`src/scil_pkg.sv`:
```
// Package for the interpolated sine/cosine lookup.
// Holds fixed-point formats, scale constants and the opcode type.
// No dependencies.
package scil_pkg;

   localparam int ANGLE_W  = 22;
   localparam int VALUE_W  = 16;
   localparam int PHASE_W  = 24;
   localparam int K_W      = 22;
   localparam int PROD_W   = ANGLE_W + K_W;

   // round(2^24 / (2*pi)), applied to a Q5.16 angle.
   localparam logic [K_W-1:0] PHASE_K = 22'd2670177;
   // pi/2 in Q30, used only when the table is built.
   localparam longint HALF_PI_Q30 = 64'sd1686629713;
   localparam logic [PHASE_W-1:0] QUARTER_TURN = 24'h400000;
   localparam logic [PROD_W-1:0] PHASE_ROUND = 44'd32768;

   localparam int VALUE_MAX = 16384;
   localparam int VALUE_MIN = -16384;

   typedef enum logic {
      OP_SINE   = 1'b0,
      OP_COSINE = 1'b1
   } opcode_type;

endpackage

```
`src/sine_cosine_interpolated_lookup.sv`:
```
// Sine/cosine by table lookup with linear interpolation, five-stage pipeline.
// Depends on scil_pkg for formats, constants and the opcode type.
//
// Usage: req_angle_rad is an angle in radians, signed Q5.16; req_opcode
// selects sine or cosine. rsp_value is the result in signed Q1.14. Both
// channels use valid/stall; a transfer takes place on a rising edge with
// valid high and stall low.
// One item can enter every cycle while req_stall is low. The stages are:
// angle times 1/(2*pi) multiply, phase wrap and table position, table
// read of both neighbors, slope multiply, and the final rounded add into
// the output register.
// A stalled response holds its value. Each stage refills as soon as it
// empties or its content moves on, so bubbles close up and req_stall rises
// only when every stage holds an item and rsp_stall is high.
// Reset (synchronous, active high) empties every stage; the sine table is
// a constant and needs no loading.
module sine_cosine_interpolated_lookup
   import scil_pkg::*;
#(
   parameter int ENTRIES = 256
) (
   input  logic                      clock,
   input  logic                      reset,
   input  logic                      req_valid,
   output logic                      req_stall,
   input  logic signed [ANGLE_W-1:0] req_angle_rad,
   input  logic                      req_opcode,
   output logic                      rsp_valid,
   input  logic                      rsp_stall,
   output logic signed [VALUE_W-1:0] rsp_value
);

   localparam int IW    = $clog2(ENTRIES);
   localparam int POS_W = PHASE_W + IW;

   // Constant table of one sine period, built at elaboration.
   logic signed [VALUE_W-1:0] sine_rom [ENTRIES];

   for (genvar gi = 0; gi < ENTRIES; gi++) begin : g_rom
      localparam longint I   = gi;
      localparam longint Q   = (I * 4) / ENTRIES;
      localparam longint R0  = I * 4 - Q * ENTRIES;
      localparam longint R   = ((Q & 1) != 0) ? ENTRIES - R0 : R0;
      localparam longint X   = (R * HALF_PI_Q30 + ENTRIES / 2) / ENTRIES;
      localparam longint X2  = (X * X) >>> 30;
      localparam longint T1  = ((X * X2) >>> 30) / 6;
      localparam longint T2  = ((T1 * X2) >>> 30) / 20;
      localparam longint T3  = ((T2 * X2) >>> 30) / 42;
      localparam longint T4  = ((T3 * X2) >>> 30) / 72;
      localparam longint T5  = ((T4 * X2) >>> 30) / 110;
      localparam longint T6  = ((T5 * X2) >>> 30) / 156;
      localparam longint SUM = X - T1 + T2 - T3 + T4 - T5 + T6;
      localparam longint SP  = (SUM < 0) ? 0 : SUM;
      localparam longint S0  = (SP + 32768) >>> 16;
      localparam longint S   = (S0 > VALUE_MAX) ? VALUE_MAX : S0;
      localparam longint V   = ((Q & 2) != 0) ? -S : S;
      assign sine_rom[gi] = VALUE_W'(V);
   end

   // Stage handshake: a stage loads when it is empty or its item moves on.
   logic move1, move2, move3, move4, move5;
   logic v1_ff, v2_ff, v3_ff, v4_ff, v5_ff;

   assign move5 = !v5_ff || !rsp_stall;
   assign move4 = !v4_ff || move5;
   assign move3 = !v3_ff || move4;
   assign move2 = !v2_ff || move3;
   assign move1 = !v1_ff || move2;

   assign req_stall = !move1;
   assign rsp_valid = v5_ff;

   always_ff @(posedge clock) begin
      if (reset) begin
         v1_ff <= 1'b0;
         v2_ff <= 1'b0;
         v3_ff <= 1'b0;
         v4_ff <= 1'b0;
         v5_ff <= 1'b0;
      end else begin
         if (move1) v1_ff <= req_valid;
         if (move2) v2_ff <= v1_ff;
         if (move3) v3_ff <= v2_ff;
         if (move4) v4_ff <= v3_ff;
         if (move5) v5_ff <= v4_ff;
      end
   end

   // Stage 1: scale the angle to a fraction of a turn.
   logic signed [PROD_W-1:0] prod1_in, prod1_ff;
   opcode_type               op1_ff;

   assign prod1_in = PROD_W'(req_angle_rad) * PROD_W'($signed({1'b0, PHASE_K}));

   always_ff @(posedge clock) begin
      if (move1) begin
         prod1_ff <= prod1_in;
         op1_ff   <= opcode_type'(req_opcode);
      end
   end

   // Stage 2: round and wrap to one turn, add the quarter turn for cosine,
   // then split the table position into index and fraction.
   logic [PROD_W-1:0]  round2;
   logic [PHASE_W-1:0] phase2;
   logic [POS_W-1:0]   pos2;
   logic [IW-1:0]      idx2_in, nxt2_in, idx2_ff, nxt2_ff;
   logic [PHASE_W-1:0] frac2_ff;

   always_comb begin
      round2 = prod1_ff + PHASE_ROUND;
      phase2 = round2[PHASE_W+15:16];
      if (op1_ff == OP_COSINE) begin
         phase2 = phase2 + QUARTER_TURN;
      end
      pos2    = POS_W'({{IW{1'b0}}, phase2} * POS_W'(ENTRIES));
      idx2_in = pos2[POS_W-1:PHASE_W];
      if (idx2_in == IW'(ENTRIES - 1)) begin
         nxt2_in = '0;
      end else begin
         nxt2_in = idx2_in + IW'(1);
      end
   end

   always_ff @(posedge clock) begin
      if (move2) begin
         idx2_ff  <= idx2_in;
         nxt2_ff  <= nxt2_in;
         frac2_ff <= pos2[PHASE_W-1:0];
      end
   end

   // Stage 3: read both neighboring samples.
   logic signed [VALUE_W-1:0] s1_3_ff, s2_3_ff;
   logic [PHASE_W-1:0]        frac3_ff;

   always_ff @(posedge clock) begin
      if (move3) begin
         s1_3_ff  <= sine_rom[idx2_ff];
         s2_3_ff  <= sine_rom[nxt2_ff];
         frac3_ff <= frac2_ff;
      end
   end

   // Stage 4: slope times fraction.
   localparam int SLOPE_W = VALUE_W + 1;
   localparam int MUL_W   = SLOPE_W + PHASE_W + 1;

   logic signed [SLOPE_W-1:0] diff4;
   logic signed [MUL_W-1:0]   mul4_in, mul4_ff;
   logic signed [VALUE_W-1:0] s1_4_ff;

   assign diff4   = SLOPE_W'(s2_3_ff) - SLOPE_W'(s1_3_ff);
   assign mul4_in = MUL_W'(diff4) * MUL_W'($signed({1'b0, frac3_ff}));

   always_ff @(posedge clock) begin
      if (move4) begin
         mul4_ff <= mul4_in;
         s1_4_ff <= s1_3_ff;
      end
   end

   // Stage 5: round half up and add to the lower sample.
   localparam int STEP_W = MUL_W - PHASE_W;

   logic signed [MUL_W-1:0]   round5;
   logic signed [STEP_W-1:0]  step5;
   logic signed [VALUE_W-1:0] value5_in, value5_ff;

   assign round5    = mul4_ff + MUL_W'(1 << (PHASE_W - 1));
   assign step5     = round5[MUL_W-1:PHASE_W];
   assign value5_in = VALUE_W'(STEP_W'(s1_4_ff) + step5);

   always_ff @(posedge clock) begin
      if (move5) begin
         value5_ff <= value5_in;
      end
   end

   assign rsp_value = value5_ff;

endmodule

```
`config.mk`:
```
export PLATFORM = sky130hd
export DESIGN_NAME = sine_cosine_interpolated_lookup
export DESIGN_NICKNAME = d
export VERILOG_FILES = /design/src/scil_pkg.sv /design/src/sine_cosine_interpolated_lookup.sv
export SDC_FILE = /design/constraint.sdc
export NUM_CORES = 2
export LEC_CHECK = 0
export BUFFER_PORTS_ARGS = -buffer_cell sky130_fd_sc_hd__buf_2
export CORE_ASPECT_RATIO = 1.2
export CORE_MARGIN = 8
export CORE_UTILIZATION = 40
export CTS_CLUSTER_SIZE = 20
export DETAILED_ROUTE_END_ITERATION = 10
export GPL_TIMING_DRIVEN = 0
export PLACE_DENSITY_LB_ADDON = 0.1
export SLEW_MARGIN = 30
export SYNTH_ARGS = -nofsm -noshare
export SYNTH_HDL_FRONTEND = slang
export SYNTH_SLANG_ARGS = --single-unit
```
`constraint.sdc`:
```
create_clock -name clock -period 9.55 [get_ports clock]
set_input_delay 0.955 -clock clock [delete_from_list [all_inputs] [get_ports clock]]
set_output_delay 0.955 -clock clock [all_outputs]
set_load 0.05 [all_outputs]
```
Word level (Yosys, flattened, before mapping)
Memory sizes are Yosys's and may differ from the RTL's. A register that Yosys moved wholly into a read port is not among the register bits.
Cells that the tools add are included.
{"block": "totals", "register_bits": 166, "mem_bits_ro": 8192, "in_bits": 27, "out_inout_bits": 18, "wordCells": 40, "mem_count": 2}
{"memory": "(name not given)", "depth": 256, "word_bits": 16, "read_ports": 1, "rd_clocked_by_memory_dff": 1, "write_ports": 0, "line_no": "sine_cosine_interpolated_lookup.sv:140", "source": "s2_3_ff <= sine_rom[nxt2_ff];"}
{"memory": "(name not given)", "depth": 256, "word_bits": 16, "read_ports": 1, "rd_clocked_by_memory_dff": 1, "write_ports": 0, "line_no": "sine_cosine_interpolated_lookup.sv:139", "source": "s1_3_ff <= sine_rom[idx2_ff];"}
{"block": "op_classes", "addsub": 6, "n_mul": 2, "n_eq_ne": 1, "n_mux": 1, "bitwise": 2, "n_reduce_logical": 12}
{"cell": "$add A40 B16 Y40 const B", "count": 1}
{"cell": "$add A40 B25 Y40 const B", "count": 1}
{"cell": "$mul A22 B23 Y40 const B", "count": 1}
{"cell": "$mul A17 B17 Y32", "count": 1}
{"cell": "$add A24 B23 Y24 const B", "count": 1}
{"cell": "$mux W24", "count": 1}
{"cell": "$not A8 Y9", "count": 2}
{"cell": "$sub A16 B16 Y17", "count": 1}
{"cell": "$add A16 B16 Y16", "count": 1}
{"cell": "$add A8 B1 Y8 const B", "count": 1}
{"cell": "$eq A8 B8 Y1 const B", "count": 1}
{"cell": "$logic_not A1 Y1", "count": 7}
{"cell": "$logic_or A1 B1 Y1", "count": 5}

Logic depth before layout (Yosys ltp)
{"block": "logic_depth", "word_depth": 7, "mapped_depth": 34, "depth_no_buf": 33}

Worst setup path before layout
Ideal clock, no wire load.
{"block": "synth_timing", "path_kind": "flip-flop to flip-flop", "from": "register s1_3_ff[4]", "to": "register mul4_ff[38] (data pin)", "setup_time_ps": 262, "arrival_ps": 7695, "t_required_ps": 9288, "slack_ps": 1593, "stages_incl_launch_ff": 29, "path_buffers": 1, "synth_period_minus_slack_ps": 7957, "path_cell_list": "edfxtp_1 -> inv_1 -> ha_1 -> a21o_1 -> a22o_1 -> o311ai_0 -> a41oi_1 -> o21ai_0 -> a31o_2 -> clkbuf_1 -> nand2_1 -> fa_1 -> fa_1 -> inv_1 -> fa_1 -> fa_1 -> fa_1 -> inv_1 -> fa_1 -> inv_1 -> ha_1 -> a2111oi_0 -> a21oi_1 -> a2111o_1 -> a21oi_4 -> a21oi_2 -> a311oi_4 -> o21bai_1 -> xor2_1"}
{"block": "synth_via", "elab_chain_cells": 2}
{"element": "start, declared", "line_no": "sine_cosine_interpolated_lookup.sv:134", "source": "logic signed [VALUE_W-1:0] s1_3_ff, s2_3_ff;"}
{"element": "$sub A16 B16 Y17", "line_no": "sine_cosine_interpolated_lookup.sv:153", "source": "assign diff4 = SLOPE_W'(s2_3_ff) - SLOPE_W'(s1_3_ff);"}
{"element": "$mul A17 B17 Y32", "line_no": "sine_cosine_interpolated_lookup.sv:154", "source": "assign mul4_in = MUL_W'(diff4) * MUL_W'($signed({1'b0, frac3_ff}));"}
{"element": "named net mul4_in[38]", "line_no": "sine_cosine_interpolated_lookup.sv:150", "source": "logic signed [MUL_W-1:0] mul4_in, mul4_ff;"}
{"element": "end signal, assigned", "line_no": "sine_cosine_interpolated_lookup.sv:158", "source": "mul4_ff <= mul4_in;"}
{"element": "end, declared", "line_no": "sine_cosine_interpolated_lookup.sv:150"}
The timed path passes the listed nets, and every way through them passes these cells.
A chain may end at the register's enable or synchronous reset.

Worst setup path in the final report
{"block": "layout_timing", "from": "register s1_3_ff[1]", "to": "register mul4_ff[38] (data pin)"}
The elaborated chain is that of the path after synthesis.

==> metrics.yaml <==
setup_path:
  rr_worst_depth: 30
  crit_fanout: 10
  slowest_stage: "fa_1"
  path_class: "reg2reg"
  required_ns: 9.79
  reg2reg_to: "mul4_ff[38]"
  cp-startpoint: "s1_3_ff[1]"
  slowest_delay_ns: 0.55
  r2r_slack_ns: 0.37
  end_kind: "register"
  arrival_ns: 9.41
  cp_common_cell: "fa_1"
  start_kind: "register"
  regToRegStartpoint: "s1_3_ff[1]"
drt:
  maxUsedRoutingLayer: "met5"
  via_per_inst: 6.031
  num_vias: 29240
  ant_nets: 0
  wl_met2_mm: 63.46
  routed_wl_mm: 139.8
  dr.pass1.iters: 6
  route.met3.wl_mm: 11.47
  drt-initial-drc-count: 3028
  drc: 0
  wl_met1_mm: 53.60
  wl_per_cell_um: 28.84
timing:
  worst_slew_pin_slew_ns: 1.191
  clock_skew_ns: 0.02172
  fin_hold_ws_ns: 0.4196
  fmax_mhz: 109.0
  period_share_pct: 96.09
  period_needed_ns: 9.177
  setup-tns-final_ns: 0
  hold_viol_final: 0
  setup_violations: 0
  slew_headroom_pct: 20.60
  drv_slew: 0
floorplan:
  rows: 113
  dieArea_sq_um: 88880
  die-height_um: 325.0
  die_x_um: 273.5
  start_util_pct: 40.27
  coreArea_sq_um: 79030
  io-pin-count: 45
worst_hold_path:
  min_path_type: "reg2reg"
  hold_end: "frac3_ff[16]"
  min_delay_path_depth: 0
  hold_start: "frac2_ff[16]"
clock_tree:
  insertion_delay_ns: 0.49
  clk_pin_slew_ns: 0.08
  clock-root-buffer: "clkbuf_16"
  cts_made_buffers: 17
  clock_sinks: 160
  clk_path_buf_depth: 2
  htreeDepth: 4
  tritoncts: "done"
run:
  cap_viol_max_count: 0
placed_design:
  gp_congestion: 1.060
  io_buffers: 44
  dp_hpwl_mm: 110.6
  place_area_sq_um: 33470
finish:
  final_area_sq_um: 34150
  drive_above_1_share_pct: 4.147
  fillers: 8212
  nNetsFinal: 4581
  area_delta_synth_final_pct: 7.289
yosys:
  synth_area_per_cell_sq_um: 8.546
  postSynthNetCount: 4508
  ys_ff_latch: 160
  synth-warning-count: 0
  synth-main-ff-cell: "edfxtp_1"
  netlist_area_sq_um: 31830
  async_reset_ff_share_pct: 0
  ys_types: 79
  postSynthCellCount: 3724
  yosysSeqAreaShare_pct: 14.94
  synth_edf_count: 155
global_route:
  first_global_vias: 29610
  grt_usage_pct: 30.92
  grt_max_degree: 45
  gr-total-overflow: 0
  antenna_found_initial: 5
  grt_pass1_wl_mm: 203.0
outcome:
  outcome: "finished, final reports clean"
-- synth_stat cells, types with 52 or more instances --
master | n | area, sq um
ha_1 | 358 | 4479
nor2_1 | 222 | 833.3
xnor2_1 | 101 | 884.6
nand2_1 | 370 | 1389
fa_1 | 399 | 7988
clkbuf_1 | 169 | 634.4
a31oi_1 | 66 | 412.9
nand3_1 | 63 | 315.3
o21ai_0 | 230 | 1151
edfxtp_1 | 155 | 4654
and2_1 | 116 | 725.7
nor3_1 | 52 | 260.3
inv_1 | 595 | 2233
a21oi_1 | 212 | 1061
-- metal layers --
| metal | global-route usage (%) | vias to the layer above |
|---|---|---|
| li1 | - | 12650 |
| met1 | 37.81 | 14270 |
| met2 | 49.19 | 1741 |
| met3 | 6.197 | 580 |
| met4 | 20.00 | 2 |
| met5 | 0 | - |
-- kinds of logic after synthesis --
| kind of cell | share of synthesized area [%] |
|---|---|
| muxes | 0.9750 |
| DFF | 14.94 |
| buffers and inverters | 9.514 |
| adders and majority gates | 39.30 |
| and+or+nand+nor | 14.54 |
| xor gates and xnor gates | 3.990 |
| AOI/OAI and AO/OA | 16.74 |
-- stage by stage --
| stage | instances | worst slack [ns] | util (%) |
|---|---|---|---|
| 6_report | 4848 | 0.3729 | 43.20 |
| 5_1_grt | 4845 | -0.003585 | 43.19 |
| 4_1_cts | 4840 | 0.005460 | 43.09 |
| 3_5_place_dp | 4808 | -0.2178 | 42.35 |
| 3_3_place_gp | 4803 | -0.1988 | 42.19 |
| 2_1_floorplan | 3724 | 1.593 | - |
-- how the worst max path moves through the flow --
stage / end / slack [ns] / cells past startpoint
floorplan: mul4_ff[38] / 1.59 / 28
global placement: mul4_ff[38] / -0.20 / 28
detailed placement: mul4_ff[38] / -0.22 / 28
CTS: mul4_ff[38] / 0.005 / 30
global route: mul4_ff[38] / -0.004 / 30
finish: mul4_ff[38] / 0.37 / 30
-- registers in the layout, summed over array words and instances (netlist names), 8 cells and up --
signal / count
prod1_ff: 25
mul4_ff: 17
frac2_ff: 16
frac3_ff: 16
rsp_value: 16
s1_3_ff: 16
s1_4_ff: 16
s2_3_ff: 16
idx2_ff: 8
nxt2_ff: 8
-- cell type report --
class / count / area [sq um] / area share (%)
antenna: 3 / 7.507 / 0.02199
buffer: 204 / 788.3 / 2.309
clock buffer: 17 / 425.4 / 1.246
clock inverter: 15 / 143.9 / 0.4214
inverter: 600 / 2252 / 6.596
multi-input combinational: 2760 / 24150 / 70.73
sequential: 160 / 4755 / 13.92
tap: 1035 / 1295 / 3.793
timing repair buffer: 54 / 327.8 / 0.9601
-- what timing repair did --
| item | 4_1_cts | 5_1_grt |
|---|---|---|
| endpoints found under the setup margin | 3 | 5 |
| setup buffers | 0 | 5 |
| resized for setup | 3 | 16 |
| hold buffers | 0 | 0 |
| pin swaps | 0 | 3 |
-- critical path, delay by kind of cell (launching register included) --
kind | cells | cell delay (ns)
flops | 1 | 0.54
buf+inv | 5 | 0.56
simple gates | 2 | 0.22
compound gates | 14 | 3.82
xor+xnor | 1 | 0.15
fa+ha+maj | 8 | 3.63
-- placed cells by master (no fill, tap or decap), drive strengths merged, types with 12 or more instances in the layout --
cell type,n
or2,17
o311ai,28
nand2b,41
clkbuf,189
a211oi,41
nand2,370
o211ai,44
o221ai,19
edfxtp,155
a31oi,66
xor2,44
nand3,63
a311oi,12
xnor2,101
and3,21
buf,86
mux2i,13
inv,605
ha,358
o21ai,231
a21o,21
fa,399
nor2b,41
nor2,222
a21oi,215
and2,117
o21a,23
o22ai,23
nor3,53
nand4,15
o31ai,16
Power is not shown: default switching activity piles up to over one toggle a cycle in this logic, so the estimate is an artifact.
